File: config.mk
export PLATFORM = sky130hd
export DESIGN_NAME = first_fit_heap_allocator
export DESIGN_NICKNAME = d
export VERILOG_FILES = /design/src/rtl/ffha_pkg.sv /design/src/rtl/first_fit_heap_allocator.sv
export SDC_FILE = /design/constraint.sdc
export NUM_CORES = 2
export LEC_CHECK = 0
export BUFFER_PORTS_ARGS = -buffer_cell sky130_fd_sc_hd__clkbuf_2
export CAP_MARGIN = 15
export CELL_PAD_IN_SITES_DETAIL_PLACEMENT = 1
export CELL_PAD_IN_SITES_GLOBAL_PLACEMENT = 1
export CORE_ASPECT_RATIO = 1.25
export CORE_UTILIZATION = 32
export DETAILED_ROUTE_END_ITERATION = 8
export PLACE_DENSITY = 0.54
export RECOVER_POWER = 50
export SLEW_MARGIN = 20
export SYNTH_ARGS = -nofsm -noshare
export SYNTH_HDL_FRONTEND = slang
export SYNTH_SLANG_ARGS = --single-unit
File: constraint.sdc
create_clock -name clk_i -period 10.5 [get_ports clk_i]
set_clock_uncertainty 0.1 [all_clocks]
set_input_delay 1.575 -clock clk_i [delete_from_list [all_inputs] [get_ports clk_i]]
set_output_delay 1.575 -clock clk_i [all_outputs]
set_load 0.02 [all_outputs]
File: src/rtl/ffha_pkg.sv
// ----------------------------------------------------------------------------
// ffha_pkg
// Shared codes of the first-fit heap allocator: operations, result status,
// register indexes, and register widths and reset values.
// ----------------------------------------------------------------------------
package ffha_pkg;

  typedef enum logic [1:0] {
    FUNC_ALLOC   = 2'd0,
    FUNC_FREE    = 2'd1,
    FUNC_REALLOC = 2'd2,
    FUNC_NONE    = 2'd3
  } func_e;

  typedef enum logic [2:0] {
    ST_OK        = 3'd0,
    ST_ZERO_SIZE = 3'd1,
    ST_EXHAUSTED = 3'd2,
    ST_TBL_FULL  = 3'd3,
    ST_UNKNOWN   = 3'd4
  } status_e;

  localparam logic REG_HEADER = 1'b0;
  localparam logic REG_LIMIT  = 1'b1;

  localparam int unsigned HdrW  = 7;
  localparam int unsigned CfgW  = 20;
  localparam logic [HdrW-1:0] HdrReset   = 7'd16;
  localparam logic [CfgW-1:0] LimitReset = 20'hFFFFF;

endpackage

File: src/rtl/first_fit_heap_allocator.sv
// ----------------------------------------------------------------------------
// first_fit_heap_allocator
// Address-ordered block table with first-fit allocate, split, free with
// neighbor merge and reallocate; the table is a single-port-write memory
// walked one entry at a time by a small sequencer.
// Each entry scanned takes a read state and a check state; a split or merge
// shifts entries one at a time; a reallocate scans up to three times.
// One request at a time; ready again the cycle after the result is taken.
// Reset clears count and heap top, presets the registers; no table clear pass.
// ----------------------------------------------------------------------------
module first_fit_heap_allocator #(
  parameter int unsigned MAX_BLOCKS = 64,
  parameter int unsigned ADDR_BITS  = 20
) (
  input  logic                 clk_i,
  input  logic                 rst_ni,
  input  logic                 cfg_we_i,
  input  logic                 cfg_idx_i,
  input  logic [19:0]          cfg_data_i,
  input  logic                 in_valid_i,
  output logic                 in_ready_o,
  input  logic [1:0]           func_i,
  input  logic [ADDR_BITS-1:0] req_size_i,
  input  logic [ADDR_BITS-1:0] block_addr_i,
  output logic                 out_valid_o,
  input  logic                 out_ready_i,
  output logic [ADDR_BITS-1:0] data_addr_o,
  output logic [2:0]           status_o,
  output logic [ADDR_BITS-1:0] copy_len_o
);

  localparam int unsigned AW = ADDR_BITS;
  localparam int unsigned EW = 2 * AW + 1;
  localparam int unsigned IW = (MAX_BLOCKS > 1) ? $clog2(MAX_BLOCKS) : 1;
  localparam int unsigned CW = $clog2(MAX_BLOCKS + 1);
  localparam logic [CW-1:0] CntMax = CW'(MAX_BLOCKS);

  typedef enum logic [17:0] {
    S_IDLE = 18'd1,
    S_ARD  = 18'd2,
    S_ACHK = 18'd4,
    S_ASHR = 18'd8,
    S_ASHW = 18'd16,
    S_SPL1 = 18'd32,
    S_SPL2 = 18'd64,
    S_GROW = 18'd128,
    S_LRD  = 18'd256,
    S_LCHK = 18'd512,
    S_FPRD = 18'd1024,
    S_FPCK = 18'd2048,
    S_FNRD = 18'd4096,
    S_FNCK = 18'd8192,
    S_FWR  = 18'd16384,
    S_RRD  = 18'd32768,
    S_RWR  = 18'd65536,
    S_DONE = 18'd131072
  } state_e;

  state_e state_q, state_d;

  logic [ffha_pkg::HdrW-1:0] hdr_q;
  logic [ffha_pkg::CfgW-1:0] lim_q;
  logic [1:0]    func_q, func_d;
  logic [AW-1:0] req_q, req_d, baddr_q, baddr_d;
  logic [CW-1:0] cnt_q, cnt_d, idx_q, idx_d, jdx_q, jdx_d;
  logic [AW-1:0] top_q, top_d;
  logic [EW-1:0] cur_q, cur_d;
  logic [AW-1:0] acc_q, acc_d, base_q, base_d, oldsz_q, oldsz_d;
  logic          phit_q, phit_d, nhit_q, nhit_d, frph_q, frph_d;
  logic [AW-1:0] addr_q, addr_d, copy_q, copy_d;
  logic [2:0]    stat_q, stat_d;

  logic [EW-1:0] tbl_q [MAX_BLOCKS];
  logic [EW-1:0] rd_q;
  logic          mem_we;
  logic [IW-1:0] mem_wa, mem_ra;
  logic [EW-1:0] mem_wd;

  logic [ffha_pkg::HdrW-1:0] h7;
  logic [AW-1:0] h, lim_a;
  logic [AW-1:0] e_off, e_size, c_off, c_size;
  logic          e_free;
  logic [CW:0]   idx_p1, jdx_sh;
  logic [1:0]    shamt;
  logic [AW+1:0] grow_end;
  logic          fit_ge;

  assign h7     = (hdr_q == '0) ? ffha_pkg::HdrW'(1) : hdr_q;
  assign h      = AW'(h7);
  assign lim_a  = AW'(lim_q);
  assign e_off  = rd_q[AW-1:0];
  assign e_size = rd_q[2*AW-1:AW];
  assign e_free = rd_q[2*AW];
  assign c_off  = cur_q[AW-1:0];
  assign c_size = cur_q[2*AW-1:AW];
  assign idx_p1 = {1'b0, idx_q} + (CW+1)'(1);
  assign shamt  = {1'b0, phit_q} + {1'b0, nhit_q};
  assign jdx_sh = {1'b0, jdx_q} + (CW+1)'(shamt);
  assign fit_ge = {1'b0, e_size} >= ({1'b0, req_q} + {1'b0, h});
  assign grow_end = (AW+2)'(top_q) + (AW+2)'(h) + (AW+2)'(req_q);

  always_comb begin
    logic          fin_a, fin_f;
    logic [2:0]    st_a;
    logic [AW-1:0] ad_a;
    fin_a   = 1'b0;
    fin_f   = 1'b0;
    st_a    = ffha_pkg::ST_OK;
    ad_a    = '0;
    state_d = state_q;
    func_d  = func_q;
    req_d   = req_q;
    baddr_d = baddr_q;
    cnt_d   = cnt_q;
    idx_d   = idx_q;
    jdx_d   = jdx_q;
    top_d   = top_q;
    cur_d   = cur_q;
    acc_d   = acc_q;
    base_d  = base_q;
    oldsz_d = oldsz_q;
    phit_d  = phit_q;
    nhit_d  = nhit_q;
    frph_d  = frph_q;
    addr_d  = addr_q;
    copy_d  = copy_q;
    stat_d  = stat_q;
    mem_we  = 1'b0;
    mem_wa  = idx_q[IW-1:0];
    mem_wd  = rd_q;
    mem_ra  = idx_q[IW-1:0];

    unique case (state_q)
      S_IDLE: begin
        if (in_valid_i) begin
          func_d  = func_i;
          req_d   = req_size_i;
          baddr_d = block_addr_i;
          idx_d   = '0;
          frph_d  = 1'b0;
          addr_d  = '0;
          copy_d  = '0;
          stat_d  = ffha_pkg::ST_OK;
          state_d = S_DONE;
          unique case (func_i)
            ffha_pkg::FUNC_ALLOC: begin
              if (req_size_i == '0) stat_d = ffha_pkg::ST_ZERO_SIZE;
              else state_d = S_ARD;
            end
            ffha_pkg::FUNC_FREE: begin
              if (block_addr_i != '0) state_d = S_LRD;
            end
            ffha_pkg::FUNC_REALLOC: begin
              if (req_size_i == '0 && block_addr_i == '0) begin
                stat_d = ffha_pkg::ST_ZERO_SIZE;
              end else if (req_size_i != '0 && block_addr_i == '0) begin
                state_d = S_ARD;
              end else begin
                state_d = S_LRD;
              end
            end
            default: ;
          endcase
        end
      end

      S_ARD: begin
        if (idx_q >= cnt_q) state_d = S_GROW;
        else state_d = S_ACHK;
      end

      S_ACHK: begin
        if (e_free && e_size == req_q) begin
          mem_we = 1'b1;
          mem_wd = {1'b0, e_size, e_off};
          fin_a  = 1'b1;
          ad_a   = e_off + h;
        end else if (e_free && fit_ge) begin
          if (cnt_q == CntMax) begin
            fin_a = 1'b1;
            st_a  = ffha_pkg::ST_TBL_FULL;
          end else begin
            cur_d = rd_q;
            jdx_d = cnt_q;
            if ({1'b0, cnt_q} > idx_p1) state_d = S_ASHR;
            else state_d = S_SPL1;
          end
        end else begin
          idx_d   = idx_q + CW'(1);
          state_d = S_ARD;
        end
      end

      // shift entries up by one to open the slot after the split block
      S_ASHR: begin
        mem_ra  = IW'(jdx_q - CW'(1));
        state_d = S_ASHW;
      end

      S_ASHW: begin
        mem_we = 1'b1;
        mem_wa = jdx_q[IW-1:0];
        mem_wd = rd_q;
        jdx_d  = jdx_q - CW'(1);
        if ({1'b0, jdx_q} - (CW+1)'(1) > idx_p1) state_d = S_ASHR;
        else state_d = S_SPL1;
      end

      S_SPL1: begin
        mem_we  = 1'b1;
        mem_wa  = IW'(idx_p1);
        mem_wd  = {1'b1, c_size - req_q - h, c_off + h + req_q};
        state_d = S_SPL2;
      end

      S_SPL2: begin
        mem_we = 1'b1;
        mem_wd = {1'b0, req_q, c_off};
        cnt_d  = cnt_q + CW'(1);
        fin_a  = 1'b1;
        ad_a   = c_off + h;
      end

      S_GROW: begin
        fin_a = 1'b1;
        if (grow_end > (AW+2)'(lim_a)) begin
          st_a = ffha_pkg::ST_EXHAUSTED;
        end else if (cnt_q == CntMax) begin
          st_a = ffha_pkg::ST_TBL_FULL;
        end else begin
          mem_we = 1'b1;
          mem_wa = cnt_q[IW-1:0];
          mem_wd = {1'b0, req_q, top_q};
          cnt_d  = cnt_q + CW'(1);
          top_d  = grow_end[AW-1:0];
          ad_a   = top_q + h;
        end
      end

      S_LRD: begin
        if (idx_q >= cnt_q) begin
          stat_d  = ffha_pkg::ST_UNKNOWN;
          state_d = S_DONE;
        end else begin
          state_d = S_LCHK;
        end
      end

      S_LCHK: begin
        if (!e_free && (e_off + h) == baddr_q) begin
          cur_d = rd_q;
          if (func_q == ffha_pkg::FUNC_REALLOC && req_q != '0 && !frph_q) begin
            oldsz_d = e_size;
            idx_d   = '0;
            state_d = S_ARD;
          end else begin
            state_d = S_FPRD;
          end
        end else begin
          idx_d   = idx_q + CW'(1);
          state_d = S_LRD;
        end
      end

      S_FPRD: begin
        mem_ra = IW'(idx_q - CW'(1));
        if (idx_q == '0) begin
          phit_d  = 1'b0;
          acc_d   = c_size;
          base_d  = c_off;
          state_d = S_FNRD;
        end else begin
          state_d = S_FPCK;
        end
      end

      S_FPCK: begin
        if (e_free) begin
          phit_d = 1'b1;
          acc_d  = e_size + h + c_size;
          base_d = e_off;
        end else begin
          phit_d = 1'b0;
          acc_d  = c_size;
          base_d = c_off;
        end
        state_d = S_FNRD;
      end

      S_FNRD: begin
        mem_ra = IW'(idx_p1);
        if (idx_p1 < {1'b0, cnt_q}) begin
          state_d = S_FNCK;
        end else begin
          nhit_d  = 1'b0;
          state_d = S_FWR;
        end
      end

      S_FNCK: begin
        nhit_d = e_free;
        if (e_free) acc_d = acc_q + h + e_size;
        state_d = S_FWR;
      end

      S_FWR: begin
        mem_we = 1'b1;
        mem_wa = phit_q ? IW'(idx_q - CW'(1)) : idx_q[IW-1:0];
        mem_wd = {1'b1, acc_q, base_q};
        jdx_d  = phit_q ? idx_q : CW'(idx_p1);
        if (shamt == 2'd0) fin_f = 1'b1;
        else state_d = S_RRD;
      end

      // close the gap left by merged entries
      S_RRD: begin
        mem_ra = IW'(jdx_sh);
        if (jdx_sh >= {1'b0, cnt_q}) begin
          cnt_d = cnt_q - CW'(shamt);
          fin_f = 1'b1;
        end else begin
          state_d = S_RWR;
        end
      end

      S_RWR: begin
        mem_we  = 1'b1;
        mem_wa  = jdx_q[IW-1:0];
        mem_wd  = rd_q;
        jdx_d   = jdx_q + CW'(1);
        state_d = S_RRD;
      end

      S_DONE: begin
        if (out_ready_i) state_d = S_IDLE;
      end

      default: state_d = S_IDLE;
    endcase

    if (fin_a) begin
      if (st_a == ffha_pkg::ST_OK && func_q == ffha_pkg::FUNC_REALLOC && baddr_q != '0) begin
        frph_d  = 1'b1;
        addr_d  = ad_a;
        copy_d  = (oldsz_q < req_q) ? oldsz_q : req_q;
        idx_d   = '0;
        state_d = S_LRD;
      end else begin
        stat_d  = st_a;
        addr_d  = (st_a == ffha_pkg::ST_OK) ? ad_a : '0;
        state_d = S_DONE;
      end
    end
    if (fin_f) begin
      stat_d  = (func_q == ffha_pkg::FUNC_REALLOC && req_q == '0) ?
                ffha_pkg::ST_ZERO_SIZE : ffha_pkg::ST_OK;
      state_d = S_DONE;
    end
  end

  always_ff @(posedge clk_i) begin
    if (mem_we) tbl_q[mem_wa] <= mem_wd;
    rd_q <= tbl_q[mem_ra];
  end

  always_ff @(posedge clk_i or negedge rst_ni) begin
    if (!rst_ni) begin
      state_q <= S_IDLE;
      hdr_q   <= ffha_pkg::HdrReset;
      lim_q   <= ffha_pkg::LimitReset;
      cnt_q   <= '0;
      top_q   <= '0;
      frph_q  <= 1'b0;
    end else begin
      state_q <= state_d;
      cnt_q   <= cnt_d;
      top_q   <= top_d;
      frph_q  <= frph_d;
      if (cfg_we_i) begin
        if (cfg_idx_i == ffha_pkg::REG_HEADER) hdr_q <= cfg_data_i[ffha_pkg::HdrW-1:0];
        else lim_q <= cfg_data_i;
      end
    end
  end

  always_ff @(posedge clk_i) begin
    func_q  <= func_d;
    req_q   <= req_d;
    baddr_q <= baddr_d;
    idx_q   <= idx_d;
    jdx_q   <= jdx_d;
    cur_q   <= cur_d;
    acc_q   <= acc_d;
    base_q  <= base_d;
    oldsz_q <= oldsz_d;
    phit_q  <= phit_d;
    nhit_q  <= nhit_d;
    addr_q  <= addr_d;
    copy_q  <= copy_d;
    stat_q  <= stat_d;
  end

  assign in_ready_o  = (state_q == S_IDLE);
  assign out_valid_o = (state_q == S_DONE);
  assign data_addr_o = addr_q;
  assign status_o    = stat_q;
  assign copy_len_o  = copy_q;

endmodule

; ---- Yosys cells after proc, flatten, opt, wreduce, memory -nomap -nowiden
; Memories as Yosys holds them, arrays and structs flattened. A register that Yosys moved wholly into a read port is not among the register bits.
; Cells that the tools add are included.
; W data, S select, Z words.
[word_totals]
in_bits = 68
elab_cells = 258
output_inout_bits = 45
regBits = 274
ram_bits = 2624
memories = 1
[memory_table]
columns = memory, words, width, rd, rd_clocked_by_memory_dff, write_ports, line_no
row1 = tbl_q, 64, 41, 1, 1, 1, first_fit_heap_allocator.sv:73  ; logic [EW-1:0] tbl_q [MAX_BLOCKS];
[classes]
eq_ne = 41
n_reduce_logical = 48
n_bitwise = 3
addsub = 23
magnitude_cmp = 8
muxes = 114
[op_table]
columns = op, n
row1 = $mux W20, 18
row2 = $pmux W18 S17, 1
row3 = $mux W18, 15
row4 = $pmux W41 S5, 1
row5 = $mux W40, 4
row6 = $mux W41, 3
row7 = $pmux W20 S3, 2
row8 = $mux W7, 15
row9 = $add A20 B7 Y20, 5
row10 = $pmux W40 S2, 1
row11 = $reduce_bool A20 Y1, 4
row12 = $add A20 B20 Y20, 3
row13 = $logic_not A20 Y1, 3
row14 = $pmux W18 S3, 1
row15 = $pmux W6 S4, 2
row16 = $add A20 B7 Y21, 2
row17 = $pmux W7 S3, 2
row18 = $eq A20 B20 Y1, 2
row19 = $pmux W20 S2, 1
row20 = $mux W6, 5
row21 = $pmux W7 S4, 1
row22 = $add A21 B20 Y22, 1
row23 = $gt A22 B20 Y1, 1
row24 = $add A7 B1 Y7 const B, 3
row25 = other kinds (71), 141

; ---- Longest topological paths before layout
[depth]
ltp_word = 14
ltp_mapped = 31
depth_no_buf = 28

; ---- Worst setup path after synthesis
; No wires, ideal clock.
[synth_timing]
kind = reg-to-reg
from = reg hdr_q[1] (netlist bit)
to = mem tbl_q[59][0] (netlist bit), enable pin
arrival_ns = 8.805
period_less_slack_ns = 9.404
setup_ns = 0.499
path_slack_ns = 1.096
t_required_ns = 9.901
n_path_buf = 1
stages_incl_launch_ff = 30
path_cell_list = dfrtp_1 nor2_1 a31o_2 inv_1 fa_1 inv_1 ha_1 inv_1 fa_1 nor2b_1 o31a_1 o221ai_1 a211oi_1 o21a_1 nor2_1 o21bai_1 a21oi_1 xnor2_1 ha_1 a21o_1 a21o_1 a21oi_1 o21ai_0 o21bai_1 o221ai_1 clkbuf_1 o2111ai_1 nand4b_1 nand4_1 nor3b_1
[synth_via]
elab_chain_len = 9
word_cells_on_any_way = 11
classes_between = add/sub: 2 / order compare: 1 / mux: 7 / reduce/logical: 1
[synth_lines]
columns = element, line_no
row1 = start: declaration, first_fit_heap_allocator.sv:61  ; logic [ffha_pkg::HdrW-1:0] hdr_q;
row2 = start signal: assignment, first_fit_heap_allocator.sv:369  ; hdr_q <= ffha_pkg::HdrReset;
row3 = start signal: assignment, first_fit_heap_allocator.sv:380  ; if (cfg_idx_i == ffha_pkg::REG_HEADER) hdr_q <= cfg_data_i[ffha_pkg::HdrW-1:0];
row4 = $logic_not A7 Y1, first_fit_heap_allocator.sv:88  ; assign h7 = (hdr_q == '0) ? ffha_pkg::HdrW'(1) : hdr_q;
row5 = $mux W7 *, first_fit_heap_allocator.sv:88
row6 = $add A20 B7 Y21 *, first_fit_heap_allocator.sv:100  ; assign grow_end = (AW+2)'(top_q) + (AW+2)'(h) + (AW+2)'(req_q);
row7 = $add A21 B20 Y22 *, first_fit_heap_allocator.sv:100
row8 = net grow_end[15], first_fit_heap_allocator.sv:85  ; logic [AW+1:0] grow_end;
row9 = $gt A22 B20 Y1 *, first_fit_heap_allocator.sv:226  ; if (grow_end > (AW+2)'(lim_a)) begin
row10 = $mux W1, first_fit_heap_allocator.sv:226
row11 = $pmux W1 S3, first_fit_heap_allocator.sv:133  ; unique case (state_q)
row12 = $mux W1, first_fit_heap_allocator.sv:362  ; if (mem_we) tbl_q[mem_wa] <= mem_wd;
row13 = $mux W1 (not written as such), first_fit_heap_allocator.sv:362
row14 = end: declaration, first_fit_heap_allocator.sv:73
; The timed path passes the listed nets; every way through them passes the cells marked *.

; ---- Final worst setup path
[layout_timing]
from = reg state_q[1]
to = reg rd_q[21] (read register of tbl_q)
[layout_via]
elab_chain_len = 2
word_cells_on_any_way = 5
classes_between = eq/ne: 4 / mux: 1
[layout_lines]
columns = element, line_no
row1 = start: declaration, first_fit_heap_allocator.sv:59  ; state_e state_q, state_d;
row2 = start signal: assignment, first_fit_heap_allocator.sv:375  ; state_q <= state_d;
row3 = $eq A18 B16 Y1 (tied with other cells), first_fit_heap_allocator.sv:133
row4 = $pmux W6 S4 *, first_fit_heap_allocator.sv:133
row5 = end: declaration, first_fit_heap_allocator.sv:74  ; logic [EW-1:0] rd_q;
; Mark *: on every way between the ends. The rest lies on a longest branch, timed or not.
; A chain may end at the register's enable or synchronous reset.

==> flow_metrics.tcl <==
set metrics [dict create \
    p_leak_nw 50.2 \
    die_w_um 570 \
    seqPwrFrac_pct 42.0 \
    cp_slowest_cell "clkbuf_1" \
    synthFlopType "edfxtp_1" \
    crit_path_end_kind "flip-flop" \
    cts_root_buffer "clkbuf_16" \
    max-cap-violations 24 \
    sw_frac_of_total_pct 33.8 \
    fill_cells 42200 \
    post_cts_buffers 0 \
    hold_path_class "reg2reg" \
    cp_max_fo 145 \
    grt_max_degree 157 \
    maxSlewViolCount 1020 \
    finalNonFillerCells 16000 \
    gr-total-overflow 0 \
    cp_data_required_time_ps 11070 \
    cts_resized 0 \
    yosys-top-cells-area "edfxtp_1, nand2_1, nand3_1" \
    drive_above_1_share_pct 8.77 \
    largestRegisters "tbl_q (2624), rd_q (41), cur_q (40)" \
    via_per_inst 5.50 \
    tns_ps 0 \
    wl_met2_mm 237 \
    setup_viol 0 \
    synthDistinctLibCells 92 \
    ys_seq_elements 2939 \
    largest_reg_flops 2624 \
    port_buffers 112 \
    maxSlewHeadroom_pct -123 \
    powerDensity_nw_per_um2 235 \
    worstPathBufferInverterCount 3 \
    cts.path.max_buffers 4 \
    clkTransAtPathRegs_ps 70 \
    rsz0062_at_grt "no" \
    yosys.area.top_type_share_pct 65.1 \
    rows 260 \
    start_util_pct 32.1 \
    path_cells "nor3_1, nand3_1, or3_1, a21oi_4, clkbuf_1, nor3_1, buf_2, clkbuf_2, a211oi_1, a311oi_1, a31oi_1, o22ai_1, or4_1" \
    drt-total-wl_mm 467 \
    dpl.cell_count 15400 \
    place_hpwl_mm 296 \
    critPathLaunchType "flip-flop" \
    synthToLayoutAreaGrowth_pct 13.9 \
    ioPinCount 113 \
    switchingPower_mw 11.6 \
    wl_met1_mm 192 \
    synth_fp_nets 10700 \
    ys_warn_count 0 \
    final.min_clock_period_ps 9640 \
    critPathTopFamily "buffers and inverters" \
    fin_crit_sh_pct 91.8 \
    die_area_sq_um 405000 \
    insertion_delay_ps 930 \
    critPathMaxStageDelay_ps 1990 \
    vias 87800 \
    gp_congestion 0.882 \
    dr.pass1.iters 6 \
    cts_tree "built" \
    failed_checks "max-capacitance violations, max-slew violations" \
    critPathKind "reg2reg" \
    p_clk_share_pct 31.7 \
    total_power_mw 34.4 \
    die_h_um 712 \
    async_flop_share_pct 2.48 \
    wl_per_cell_um 29.2 \
    core_sq_um 401000 \
    ir_drop_uv 164 \
    p_comb_share_pct 26.3 \
    drc_errors 0 \
    syn_inst 10300 \
    hold_slack_ps 362 \
    hold_buffers 0 \
    crit_top_cell "nor3_1" \
    antenna_found_initial 29 \
    grt_pass1_wl_mm 668 \
    final_net_count 10800 \
    cts_buffers 312 \
    p_int_mw 22.8 \
    met3WireLength_mm 20.3 \
    crit_arrival_ps 10200 \
    fmax_mhz 104 \
    grtUsageTotal_pct 22.5 \
    ctsHtreeMaxLevel 5 \
    synth_edf_count 2795 \
    syn_avg_cell_area_sq_um 12.5 \
    cts.sinks 2939 \
    syn-cell-area_sq_um 129000 \
    outcome "finished with violations" \
    final_antenna_net_count 0 \
    grt_pass1_vias 90800 \
    yosys.area.top_type "edfxtp_1" \
    finalHoldViolations 0 \
    drtIter0Drc 6698 \
    seq_area_frac_synth_pct 67.7 \
    top_layer "met5" \
    regMostFlops "tbl_q" \
    tightest_slew_ps 3350 \
]
-- kinds of logic after synthesis --
kind of cell,count (synthesis),share of synthesized area [%]
compound gates,1483,8.45
mux,230,1.81
simple gates,4248,14.6
fa+ha+maj,318,3.31
buf+inv,843,2.64
xor+xnor,216,1.50
flops,2939,67.7
-- cells in the mapped netlist (150+ instances only) --
| library cell | instances |
|---|---|
| clkbuf_1 | 432 |
| a211oi_1 | 177 |
| nor2_1 | 185 |
| a21oi_1 | 177 |
| edfxtp_1 | 2795 |
| nand2_1 | 2378 |
| mux2i_1 | 201 |
| a31oi_1 | 150 |
| nand3_1 | 1154 |
| o31a_1 | 153 |
| a311oi_1 | 150 |
| ha_1 | 280 |
| inv_1 | 184 |
-- power by group through the flow --
| stage | clock network [mW] | logic [mW] | registers (mW) |
|---|---|---|---|
| after global placement | 0 | 9.00 | 14.7 |
| final | 10.9 | 9.06 | 14.4 |
| after detailed placement | 0 | 9.21 | 14.7 |
| after CTS | 11.2 | 9.24 | 14.4 |
| after floorplan | 0 | 5.47 | 14.6 |
| after global routing | 11.5 | 9.86 | 14.5 |
-- final timing paths --
| check | depth (start not counted) | to | from | slack, ps |
|---|---|---|---|---|
| hold / removal | 2 | copy_len_o[1] | copy_len_o[1] | 360 |
| min in group asynchronous | 1 | hdr_q[6] | rst_ni | 1040 |
| hold reg to reg | 2 | copy_len_o[1] | copy_len_o[1] | 360 |
| setup reg to reg | 13 | rd_q[21] | state_q[1] | 860 |
| setup / recovery | 13 | rd_q[21] | state_q[1] | 860 |
| max in group asynchronous | 2 | cnt_q[2] | rst_ni | 5430 |
-- cells in the final DEF (no fill, tap or decap), drive strengths merged, types with 71 or more instances in the layout --
cell | Yosys | layout
o21ai | 137 | 137
a211oi | 177 | 177
clkbuf | 432 | 565
a21oi | 178 | 178
ha | 280 | 280
buf | 227 | 260
o31a | 153 | 153
nor2 | 185 | 185
a311oi | 150 | 150
edfxtp | 2795 | 2795
clkinv | 0 | 105
o22ai | 78 | 78
dfxtp | 71 | 71
nand2 | 2379 | 2379
nand3 | 1154 | 1154
xnor2 | 146 | 146
mux2i | 201 | 201
nand4 | 109 | 109
a31oi | 150 | 150
nor3 | 118 | 118
inv | 184 | 198
-- tightest hold or removal path: cells and delay by family (launching register included) --
family	cells	cell delay [ps]
multiplexers	1	50
flip-flops	1	310
AND/OR/NAND/NOR	1	50
-- area by class of cell --
| class | count | area (sq um) | area share, % |
|---|---|---|---|
| inverter | 184 | 691 | 0.471 |
| sequential | 2939 | 87200 | 59.4 |
| multi-input combinational | 6495 | 38900 | 26.5 |
| antenna | 14 | 35.0 | 0.0239 |
| timing repair buffer | 434 | 3450 | 2.35 |
| clock inverter | 152 | 1450 | 0.989 |
| tap | 5371 | 6720 | 4.58 |
| clock buffer | 391 | 8290 | 5.65 |
-- routing by layer --
| metal | up-vias | track usage, % |
|---|---|---|
| met5 | - | 0 |
| met4 | 6 | 7.83 |
| met3 | 671 | 2.55 |
| met2 | 2243 | 40.1 |
| met1 | 46200 | 28.0 |
| li1 | 38700 | - |
-- metrics by stage --
stage	utilization, %	setup WS [ps]	area (sq um)
5_1_grt	36.6	441	147000
3_5_place_dp	34.3	1470	138000
3_3_place_gp	34.3	1380	137000
2_1_floorplan	-	1100	129000
4_1_cts	36.7	1420	147000
6_report	36.6	863	147000
(Power assumes the default switching activity.)
